`config.mk`:
```
export PLATFORM = sky130hd
export DESIGN_NAME = bitmap_integer_set
export DESIGN_NICKNAME = d
export VERILOG_FILES = /design/src/bis_pkg.sv /design/src/bitmap_integer_set.sv /design/src/bis_ram.sv
export SDC_FILE = /design/constraint.sdc
export NUM_CORES = 2
export LEC_CHECK = 0
export BUFFER_PORTS_ARGS = -buffer_cell sky130_fd_sc_hd__buf_2
export CAP_MARGIN = 30
export CORE_MARGIN = 2
export CORE_UTILIZATION = 48
export CTS_BUF_LIST = sky130_fd_sc_hd__clkbuf_4
export CTS_CLUSTER_SIZE = 25
export DETAILED_ROUTE_END_ITERATION = 6
export PLACE_DENSITY_LB_ADDON = 0.12
export SLEW_MARGIN = 5
export SYNTH_ARGS = -nofsm -noshare
export SYNTH_HDL_FRONTEND = slang
export SYNTH_SLANG_ARGS = --single-unit
```
`constraint.sdc`:
```
create_clock -name clk -period 14.5 [get_ports clk]
set_input_delay 2.9 -clock clk [delete_from_list [all_inputs] [get_ports clk]]
set_output_delay 2.9 -clock clk [all_outputs]
set_load 0.05 [all_outputs]
```
`src/bis_pkg.sv`:
```
// ============================================================================
// bis_pkg
// Shared types, command codes and helpers for the bitmap integer set.
// ============================================================================
package bis_pkg;

  localparam int POS_W  = 12;
  localparam int WORD_W = 32;
  localparam int BIT_W  = 5;

  typedef logic [1:0]        command_t;
  typedef logic [POS_W-1:0]  pos_t;
  typedef logic [WORD_W-1:0] word_t;
  typedef logic [BIT_W-1:0]  bit_idx_t;

  localparam command_t CMD_ADD   = 2'd0;
  localparam command_t CMD_CLEAR = 2'd1;
  localparam command_t CMD_FIND  = 2'd2;

  localparam word_t    FULL_WORD = 32'hFFFF_FFFF;
  localparam bit_idx_t BIT_MASK  = 5'h1F;

  // Index of the lowest set bit; zero when the word is empty.
  function automatic bit_idx_t lowest_bit(input word_t w);
    bit_idx_t idx;
    idx = '0;
    for (int i = WORD_W - 1; i >= 0; i--) begin
      if (w[i]) begin
        idx = bit_idx_t'(i);
      end
    end
    return idx;
  endfunction

endpackage

```
`src/bitmap_integer_set.sv`:
```
// ============================================================================
// bitmap_integer_set
// Set of small integers held as a bitmap of 32-bit words in one RAM.
// ============================================================================
// A request on the input channel carries a command, a position and a range
// end; each request yields exactly one result on the output channel. Both
// channels use valid/stall and a transfer happens when valid is high and
// stall is low. Requests are handled one at a time by a sequencer that
// reads, modifies and writes back bitmap words, one RAM word per cycle.
// Add reads the addressed word and writes it back with the bit set. Clear
// range walks the covered words in a pipelined read/write stream. Find next
// reads words from the start word upward until a member shows up or the last
// word is checked. Requests that touch no word (out of range, empty range,
// unknown command) have their result waiting in the cycle after acceptance.
// The next request is taken in the cycle after a result loads. After reset
// the block sweeps every RAM word to zero with in_stall held high. A finished
// result sits in an output register; while the receiver stalls, the block
// still accepts and works on the next request and holds its result until the
// output register frees up.
// ============================================================================
module bitmap_integer_set #(
  parameter int WORD_COUNT = 64
) (
  input  logic             clk,
  input  logic             rst,
  input  logic             in_valid,
  output logic             in_stall,
  input  bis_pkg::command_t command,
  input  bis_pkg::pos_t    position,
  input  bis_pkg::pos_t    range_end,
  output logic             out_valid,
  input  logic             out_stall,
  output bis_pkg::pos_t    result_value,
  output logic             was_new,
  output logic             range_error
);

  // Address width of the bitmap RAM.
  localparam int AW = (WORD_COUNT > 1) ? $clog2(WORD_COUNT) : 1;
  // Width that holds the universe size itself.
  localparam int UW = $clog2(WORD_COUNT * 32 + 1);
  // Working width for comparisons against the universe size.
  localparam int VW = (UW > bis_pkg::POS_W) ? UW : bis_pkg::POS_W;
  // Width of a found member before it is cut to the result field.
  localparam int FW = (AW + bis_pkg::BIT_W > bis_pkg::POS_W) ?
                      (AW + bis_pkg::BIT_W) : bis_pkg::POS_W;

  localparam logic [VW-1:0] U_VAL     = VW'(WORD_COUNT * 32);
  localparam logic [AW-1:0] LAST_ADDR = AW'(WORD_COUNT - 1);

  localparam logic [2:0] ST_INIT   = 3'd0;
  localparam logic [2:0] ST_IDLE   = 3'd1;
  localparam logic [2:0] ST_ADD_RD = 3'd2;
  localparam logic [2:0] ST_ADD_WR = 3'd3;
  localparam logic [2:0] ST_CLR    = 3'd4;
  localparam logic [2:0] ST_FIND   = 3'd5;
  localparam logic [2:0] ST_DONE   = 3'd6;

  logic [2:0]            state;
  logic [AW-1:0]         rd_word;     // next word to read (or sweep)
  logic [AW-1:0]         chk_word;    // word whose data is on rdata
  logic                  chk_valid;
  logic                  rd_more;     // clear still has words to read
  logic [AW-1:0]         first_word;
  logic [AW-1:0]         last_word;
  bis_pkg::bit_idx_t     lo_bit;      // first bit of the start word
  bis_pkg::bit_idx_t     hi_bit;      // last bit of the end word (clear)
  bis_pkg::word_t        add_mask;

  bis_pkg::pos_t         res_value;
  logic                  res_new;
  logic                  res_err;

  // RAM interface.
  logic                  ram_we;
  logic [AW-1:0]         ram_waddr;
  bis_pkg::word_t        ram_wdata;
  bis_pkg::word_t        ram_rdata;

  bis_ram #(
    .WIDTH(bis_pkg::WORD_W),
    .DEPTH(WORD_COUNT)
  ) u_ram (
    .clk  (clk),
    .we   (ram_we),
    .waddr(ram_waddr),
    .wdata(ram_wdata),
    .raddr(rd_word),
    .rdata(ram_rdata)
  );

  // Request decode, in the working width.
  logic [VW-1:0]         pos_ext;
  logic [VW-1:0]         end_ext;
  logic [VW-1:0]         hi_ext;
  logic [VW-1:0]         hi_m1;
  logic                  accept;

  assign pos_ext  = VW'(position);
  assign end_ext  = VW'(range_end);
  assign hi_ext   = (end_ext < U_VAL) ? end_ext : U_VAL;
  assign hi_m1    = hi_ext - VW'(1);
  assign in_stall = (state != ST_IDLE);
  assign accept   = in_valid && !in_stall;

  // Masks for the word currently on the read data.
  bis_pkg::word_t        clr_mask;
  bis_pkg::word_t        find_bits;
  logic [FW-1:0]         found_ext;
  logic                  out_free;

  assign clr_mask =
    ((chk_word == first_word) ? (bis_pkg::FULL_WORD << lo_bit) : bis_pkg::FULL_WORD) &
    ((chk_word == last_word) ? (bis_pkg::FULL_WORD >> (bis_pkg::BIT_MASK - hi_bit))
                             : bis_pkg::FULL_WORD);
  assign find_bits = ram_rdata &
    ((chk_word == first_word) ? (bis_pkg::FULL_WORD << lo_bit) : bis_pkg::FULL_WORD);
  assign found_ext = FW'({chk_word, bis_pkg::lowest_bit(find_bits)});
  assign out_free  = !out_valid || !out_stall;

  // Write port: reset sweep, add write-back and clear write-back.
  always_comb begin
    ram_we    = 1'b0;
    ram_waddr = rd_word;
    ram_wdata = '0;
    case (state)
      ST_INIT: begin
        ram_we = 1'b1;
      end
      ST_ADD_WR: begin
        ram_we    = 1'b1;
        ram_wdata = ram_rdata | add_mask;
      end
      ST_CLR: begin
        ram_we    = chk_valid;
        ram_waddr = chk_word;
        ram_wdata = ram_rdata & ~clr_mask;
      end
      default: begin
        ram_we = 1'b0;
      end
    endcase
  end

  // Sequencer.
  always_ff @(posedge clk) begin
    if (rst) begin
      state     <= ST_INIT;
      rd_word   <= '0;
      chk_valid <= 1'b0;
      rd_more   <= 1'b0;
    end else begin
      case (state)
        ST_INIT: begin
          if (rd_word == LAST_ADDR) begin
            state <= ST_IDLE;
          end else begin
            rd_word <= rd_word + AW'(1);
          end
        end

        ST_IDLE: begin
          if (accept) begin
            res_new    <= 1'b0;
            chk_valid  <= 1'b0;
            rd_word    <= pos_ext[AW+4:5];
            first_word <= pos_ext[AW+4:5];
            last_word  <= hi_m1[AW+4:5];
            lo_bit     <= position[4:0];
            hi_bit     <= hi_m1[4:0];
            add_mask   <= bis_pkg::word_t'(1) << position[4:0];
            case (command)
              bis_pkg::CMD_ADD: begin
                res_value <= position;
                res_err   <= (pos_ext >= U_VAL);
                if (pos_ext >= U_VAL) begin
                  state <= ST_DONE;
                end else begin
                  state <= ST_ADD_RD;
                end
              end
              bis_pkg::CMD_CLEAR: begin
                res_value <= hi_ext[bis_pkg::POS_W-1:0];
                res_err   <= (end_ext > U_VAL) || (pos_ext > U_VAL) ||
                             (pos_ext > end_ext);
                if (pos_ext < hi_ext) begin
                  rd_more <= 1'b1;
                  state   <= ST_CLR;
                end else begin
                  state <= ST_DONE;
                end
              end
              bis_pkg::CMD_FIND: begin
                // The walk replaces this with the member it finds.
                res_value <= U_VAL[bis_pkg::POS_W-1:0];
                res_err   <= (pos_ext > U_VAL);
                if (pos_ext >= U_VAL) begin
                  state <= ST_DONE;
                end else begin
                  state <= ST_FIND;
                end
              end
              default: begin
                res_value <= '0;
                res_err   <= 1'b0;
                state     <= ST_DONE;
              end
            endcase
          end
        end

        ST_ADD_RD: begin
          state <= ST_ADD_WR;
        end

        ST_ADD_WR: begin
          res_new <= ((ram_rdata & add_mask) == '0);
          state   <= ST_DONE;
        end

        // Read of word n+1 overlaps the write-back of word n.
        ST_CLR: begin
          if (rd_more) begin
            chk_valid <= 1'b1;
            chk_word  <= rd_word;
            if (rd_word == last_word) begin
              rd_more <= 1'b0;
            end else begin
              rd_word <= rd_word + AW'(1);
            end
          end else begin
            chk_valid <= 1'b0;
            if (!chk_valid) begin
              state <= ST_DONE;
            end
          end
        end

        // Reads run one word ahead of the check; the address saturates at
        // the last word so that it never leaves the RAM.
        ST_FIND: begin
          chk_valid <= 1'b1;
          chk_word  <= rd_word;
          if (rd_word != LAST_ADDR) begin
            rd_word <= rd_word + AW'(1);
          end
          if (chk_valid) begin
            if (find_bits != '0) begin
              res_value <= found_ext[bis_pkg::POS_W-1:0];
              state     <= ST_DONE;
            end else if (chk_word == LAST_ADDR) begin
              res_value <= U_VAL[bis_pkg::POS_W-1:0];
              state     <= ST_DONE;
            end
          end
        end

        ST_DONE: begin
          if (out_free) begin
            state <= ST_IDLE;
          end
        end

        default: begin
          state <= ST_IDLE;
        end
      endcase
    end
  end

  // Output register.
  always_ff @(posedge clk) begin
    if (rst) begin
      out_valid <= 1'b0;
    end else if ((state == ST_DONE) && out_free) begin
      out_valid <= 1'b1;
    end else if (!out_stall) begin
      out_valid <= 1'b0;
    end
  end

  always_ff @(posedge clk) begin
    if ((state == ST_DONE) && out_free) begin
      result_value <= res_value;
      was_new      <= res_new;
      range_error  <= res_err;
    end
  end

endmodule

```
`src/bis_ram.sv`:
```
// ============================================================================
// bis_ram
// Generic simple dual-port RAM: one write port, one read port, registered read.
// ============================================================================
module bis_ram #(
  parameter int WIDTH = 32,
  parameter int DEPTH = 64
) (
  input  logic                                   clk,
  input  logic                                   we,
  input  logic [(DEPTH > 1 ? $clog2(DEPTH) : 1)-1:0] waddr,
  input  logic [WIDTH-1:0]                       wdata,
  input  logic [(DEPTH > 1 ? $clog2(DEPTH) : 1)-1:0] raddr,
  output logic [WIDTH-1:0]                       rdata
);

  logic [WIDTH-1:0] mem [DEPTH];

  always_ff @(posedge clk) begin
    if (we) begin
      mem[waddr] <= wdata;
    end
    rdata <= mem[raddr];
  end

endmodule
```
# After elaboration in Yosys (flattened, before gate mapping)
# Memory sizes are Yosys's and may differ from the RTL's. A register that Yosys moved wholly into a read port is not among the register bits.
# Cells that the tools add are included.
dict set report word_totals {
  latch_bits 0
  mem_count 1
  romBits 0
  ramBits 2048
  input_bits 30
  elab_cells 173
  register_bits 100
}
dict set report op_classes {
  n_shift 3
  n_mux 80
  reduce_logical 27
  n_div 0
  n_eq_ne 29
  n_lt_le_gt_ge 6
  multipliers 0
  add_sub_neg 3
  bitwise_logic 7
}
# memory depth width rd rd_ports_with_merged_regs write_ports line_no
set mem_list {}
lappend mem_list {u_ram.mem 64 32 1 1 1 bis_ram.sv:17} ;# logic [WIDTH-1:0] mem [DEPTH];
# cell n
set op_table {}
lappend op_table {{5-bit two-way mux} 32}
lappend op_table {{32-bit AND} 4}
lappend op_table {{32-bit two-way mux} 2}
lappend op_table {{32-bit case mux with 2 select lines} 1}
lappend op_table {{12-bit two-way mux} 5}
lappend op_table {{6-bit two-way mux} 7}
lappend op_table {{12-bit case mux with 3 select lines} 1}
lappend op_table {{32-bit logical NOT} 1}
lappend op_table {{32-bit inverter} 1}
lappend op_table {{32-bit OR} 1}
lappend op_table {{32-bit nonzero test} 1}
lappend op_table {{1-bit by 5-bit left shift with 32-bit output, first input constant} 1}
lappend op_table {{32-bit by 5-bit left shift with 32-bit output, first input constant} 1}
lappend op_table {{32-bit by 5-bit >> shifter with 32-bit output, first input constant} 1}
lappend op_table {{3-bit two-way mux} 9}
lappend op_table {{12-bit > comparator, second input constant} 2}
lappend op_table {{12-bit case mux with 2 select lines} 1}
lappend op_table {{6-bit case mux with 4 select lines} 1}
lappend op_table {{2-bit != test, second input constant} 11}
lappend op_table {{3-bit case mux with 7 select lines} 1}
lappend op_table {{6-bit equality test} 3}
lappend op_table {{6-bit equality test, second input constant} 2}
lappend op_table {{12-bit greater-or-equal comparator, second input constant} 1}
lappend op_table {{12-bit > comparator} 1}
lappend op_table {{other kinds (36)} 64}

# Longest topological paths before layout
dict set report depth {
  word_depth 38
  ltp_mapped 12
  ltp_nobuf 11
}

# Modules after synthesis
# From an unflattened synthesis, not the netlist that was laid out.
dict set report hier_totals {
  cells_unflattened 4418
  area_unflattened_um2 86165.1
}
# mod cells_per_inst area_per_inst_um2 n_inst seq_area_each_um2
set modules_own_cells {}
lappend modules_own_cells {bis_ram 3572 78881.9 1 62139.6}
lappend modules_own_cells {bitmap_integer_set 846 7283.2 1 2882.8}

# Least setup slack after synthesis
# Ideal clock, no wire load.
dict set report synth_timing {
  kind {input to register}
  from {input rst}
  to {register add_mask[0], enable pin}
  stages 2
  path_buffers 1
  setup_ps 468
  t_required_ps 14032
  setup_slack_ps 8609
  t_arrival_ps 5423
  cell_sequence {clkbuf_1 nor2_1}
}
dict set report synth_between {
  elab_chain_cells 2
}
# element line_no
set synth_rtl {}
lappend synth_rtl {{from (decl)} bitmap_integer_set.sv:25} ;# input logic rst,
lappend synth_rtl {{1-bit inverter (no source line)} --}
lappend synth_rtl {{3-bit AND reduction (no source line)} --}
lappend synth_rtl {{to (signal assigned)} bitmap_integer_set.sv:171} ;# add_mask <= bis_pkg::word_t'(1) << position[4:0];
lappend synth_rtl {{to (decl)} bitmap_integer_set.sv:68} ;# bis_pkg::word_t add_mask;
# Every way passes these cells.
# A chain may end at the register's enable or synchronous reset.

# Worst setup path after layout
dict set report layout_timing {
  from {register state[0]}
  to {output in_stall}
}
dict set report layout_between {
  elab_chain_cells 1
}
# element line_no
set layout_rtl {}
lappend layout_rtl {{from (decl)} bitmap_integer_set.sv:59} ;# logic [2:0] state;
lappend layout_rtl {{from (signal assigned)} bitmap_integer_set.sv:148} ;# state <= ST_INIT;
lappend layout_rtl {{from (signal assigned)} bitmap_integer_set.sv:156} ;# state <= ST_IDLE;
lappend layout_rtl {{from (signal assigned)} bitmap_integer_set.sv:177} ;# state <= ST_DONE;
lappend layout_rtl {{3-bit by 1-bit != test with 1-bit output} bitmap_integer_set.sv:103} ;# assign in_stall = (state != ST_IDLE);
lappend layout_rtl {{to (decl)} bitmap_integer_set.sv:27} ;# output logic in_stall,
# Every way passes these cells.

==> results.toml <==
[yosys]
yosysSeqAreaShare_pct = 75.9
synth-seq-cells = 2180
yosys.area.top_type = "edfxtp_1"
syn_area_per_cell_um2 = 22.2
synth.area.mux_share_pct = 17.7
synth-xor-area-share_pct = 0.368
synth.distinct_cells = 78
yosys.area.top_type_share_pct = 74.9
synthSimpleGateAreaFrac_pct = 2.27
synth_top_family_by_area = "multiplexers"
syn_nets = 3909
synthArstFlopShare_pct = 0
synth_edf_count = 2136
synth_fa_ha_area_share_pct = 0.409
synthCells = 3851
synth.area.top_cells = "edfxtp_1 75%, mux4_2 18%, dfxtp_1 1.0%"
synth_compound_area_share_pct = 2.21
netlist_area_um2 = 85700
synthFlopType = "edfxtp_1"
ys_warn_count = 0

[final_layout]
nFillCells = 13797
syn_to_final_growth_pct = 13.2
fin_nets = 4467
drive_gt1_share_pct = 39.2

[die]
die_area_um2 = 182000
num_io_pins = 46
rows = 155
initial_core_util_pct = 48.2
fp.dieH_um = 426
die_x_um = 426
core_um2 = 178000

[setup_path]
critPathArrivalTime_ns = 3.36
slowest_stage = "nor2_1"
worstReg2RegEnd = "u_ram.rdata[24]$_DFF_P_"
setup.worst_path.end_class = "output pin"
worstPathBufferInverterCount = 2
worstRegToRegCells = 7
cp_top_family = "simple AND/OR/NAND/NOR gates"
worstSetupPathType = "flip-flop to output pin"
r2r_start = "rd_word[0]$_SDFFE_PP0P_"
start_kind = "flip-flop"
critical_path_peak_fanout = 15
crit_chain = "nand2b_1 -> nor2_1 -> inv_1 -> buf_2"
slowest_delay_ns = 0.64
cp.required_ns = 11.60
r2r_setup_slack_ns = 9.54

[clock_network]
cts-hold-fix-buffers = 0
tritoncts = "built"
clock-root-buffer = "clkbuf_4"
cts.sinks = 2180
cts_setup_buffers = 0
htreeDepth = 6
clock_latency_ns = 1.41
cts.clk_slew.worst_paths_ns = 0.06
clock_path_buffers = 4
ctsResizeCount = 0
cts_buffers = 585

[timing]
finalCriticalPeriod_ns = 6.26
fmax_mhz = 160
rsz0062_at_grt = "false"
worst_slew_pin_slew_ns = 1.07
tns_ns = 0
relSlewSlack_pct = 28.9
skew_ns = 0.0907
hold_viol_final = 0
whs_ns = 0.384
slew_violations = 0
min_period_over_period_pct = 43.2
setup_viol = 0

[routing]
vias = 44268
ant_nets = 0
drt-total-wl_um = 241000
drt-initial-drc-count = 5216
vias_per_cell = 6.19
drc = 0
firstDrtPassIters = 6
avgRoutedWirePerCell_um = 33.8

[run_status]
outcome = "complete, no violations"

[global_routing]
gr-usage-all-layers_pct = 26.9
grt_overflow_total = 0
grt_max_degree = 138
grt_pass1_wl_um = 336000
antenna_found_initial = 15
grt_pass1_vias = 44933

[pwr]
vdd_ir_drop_max_mv = 0.0933
cellLeakagePower_nw = 25.5
p_per_area_nw_per_um2 = 132

[hold_path]
min_path_cells = 0
holdCritStartpoint = "res_value[9]$_DFFE_PP_"
hold_path_class = "flip-flop to flip-flop"
whs_endpoint = "result_value[9]$_DFFE_PP_"

[run]
drv_cap = 0

[place]
gp_congestion = 0.964
numPortBuffers = 45
dp.final_hpwl_um = 131000
## Yosys cell counts, types with 6 or more instances
cell type and n:
nor3_1 20, o31ai_1 16, xnor2_1 12, a22o_1 13, nor2_1 178, o21ai_0 53
clkbuf_1 130, dfxtp_1 44, o21a_1 6, nand2_1 79, a31oi_1 11, inv_1 33
or3_1 12, nand3_1 28, ha_1 28, edfxtp_1 2136, a32oi_1 8, o22ai_1 12
mux4_2 672, buf_2 9, a221oi_1 8, nand4_1 12, xor2_1 9, nor4_1 7
a21o_1 8, nand3b_1 8, buf_1 62, and2_1 6, a21oi_1 99, nor2b_1 16
a22oi_1 9, nand2b_1 15
## worst reg2reg max path, cell delays in order (launching register included)
cell     delay [ns]
dfxtp_4        0.51
buf_16         0.28
buf_12         0.64
buf_4          0.91
buf_4          0.82
mux4_2         0.62
mux4_2         0.59
mux4_2         0.50
## cell families (layout without fill, tap and decap cells)
family / after synthesis / after routing
adder cells (fa/ha/maj): 28 / 28
XOR/XNOR: 27 / 27
buffers and inverters: 240 / 1164
AND/OR/NAND/NOR: 410 / 410
multiplexers: 677 / 677
flip-flops: 2180 / 2180
other: 0 / 16
AO/OA/AOI/OAI: 289 / 289
## routing by layer
| metal | GRT usage (%) | share of wire, % | up-vias |
|---|---|---|---|
| met1 | 37.9 | 41 | 23717 |
| met2 | 41.0 | 47 | 2227 |
| met4 | 10.1 | 3.4 | 10 |
| met3 | 6.66 | 8.8 | 406 |
| met5 | 0 | 0.029 | - |
| li1 | - | - | 17908 |
## state kept, by name, summed over array words and instances (netlist names), 3 cells and up
signal,count
first_word,6
u_ram.mem,2048
lo_bit,5
chk_word,6
last_word,6
res_value,12
add_mask,32
state,3
rd_word,6
result_value,12
u_ram.rdata,32
hi_bit,5
## layout by cell type (no fill, tap or decap), types with 15 or more instances in the layout
cell	n
edfxtp_1	2136
clkbuf_4	847
mux4_2	672
buf_4	123
nor2_1	98
a21oi_1	89
nand2_1	79
nor2_4	79
clkinv_1	66
o21ai_0	52
buf_2	45
dfxtp_1	38
inv_1	33
nand3_1	28
ha_1	28
nor3_1	20
inv_2	18
diode_2	16
nor2b_1	16
o31ai_1	16
nand2b_1	15
## worst max path at each step
stage,end,startpoint,slack [ns],depth (start not counted)
after floorplan,add_mask[0]$_SDFFCE_PP0P_,rst,8.61,2
after global placement,rd_more$_SDFFE_PP0P_,range_end[11],8.66,10
after detailed placement,rd_more$_SDFFE_PP0P_,range_end[11],8.67,10
after CTS,in_stall,state[0]$_SDFFE_PP0P_,8.14,4
after global routing,in_stall,state[0]$_SDFFE_PP0P_,7.98,4
final,in_stall,state[0]$_SDFFE_PP0P_,8.24,4
## through the flow
| stage | power, mW | area (um2) | setup WS, ns | cells | utilization (%) |
|---|---|---|---|---|---|
| floorplan | 7.41 | 85700 | 8.61 | 3851 | - |
| global placement | 7.68 | 89800 | 8.66 | 6171 | 50.5 |
| detailed placement | 7.68 | 89800 | 8.67 | 6173 | 50.5 |
| CTS | 13.0 | 96800 | 8.14 | 7126 | 54.4 |
| global route | 13.3 | 96900 | 7.98 | 7133 | 54.5 |
| finish | 12.8 | 97000 | 8.24 | 7146 | 54.5 |
## final cells by class
cell class                      instances  area, um2  share of cell area (%)
Sequential cell                      2180      65000                    67.1
Multi-Input combinational cell       1431      20400                    21.1
Clock buffer                          847       6360                    6.56
Tap cell                             2355       2950                    3.04
Timing Repair Buffer                  178       1370                    1.41
Clock inverter                        106        659                   0.680
Inverter                               33        124                   0.128
Antenna cell                           16       40.0                  0.0413
## where the power goes
group	internal, mW	total (mW)	switching [mW]
clock network	2.81	5.26	2.45
logic	0.233	0.593	0.360
registers	6.87	6.96	0.0896
Note: power is estimated with default switching activity, not from simulation.
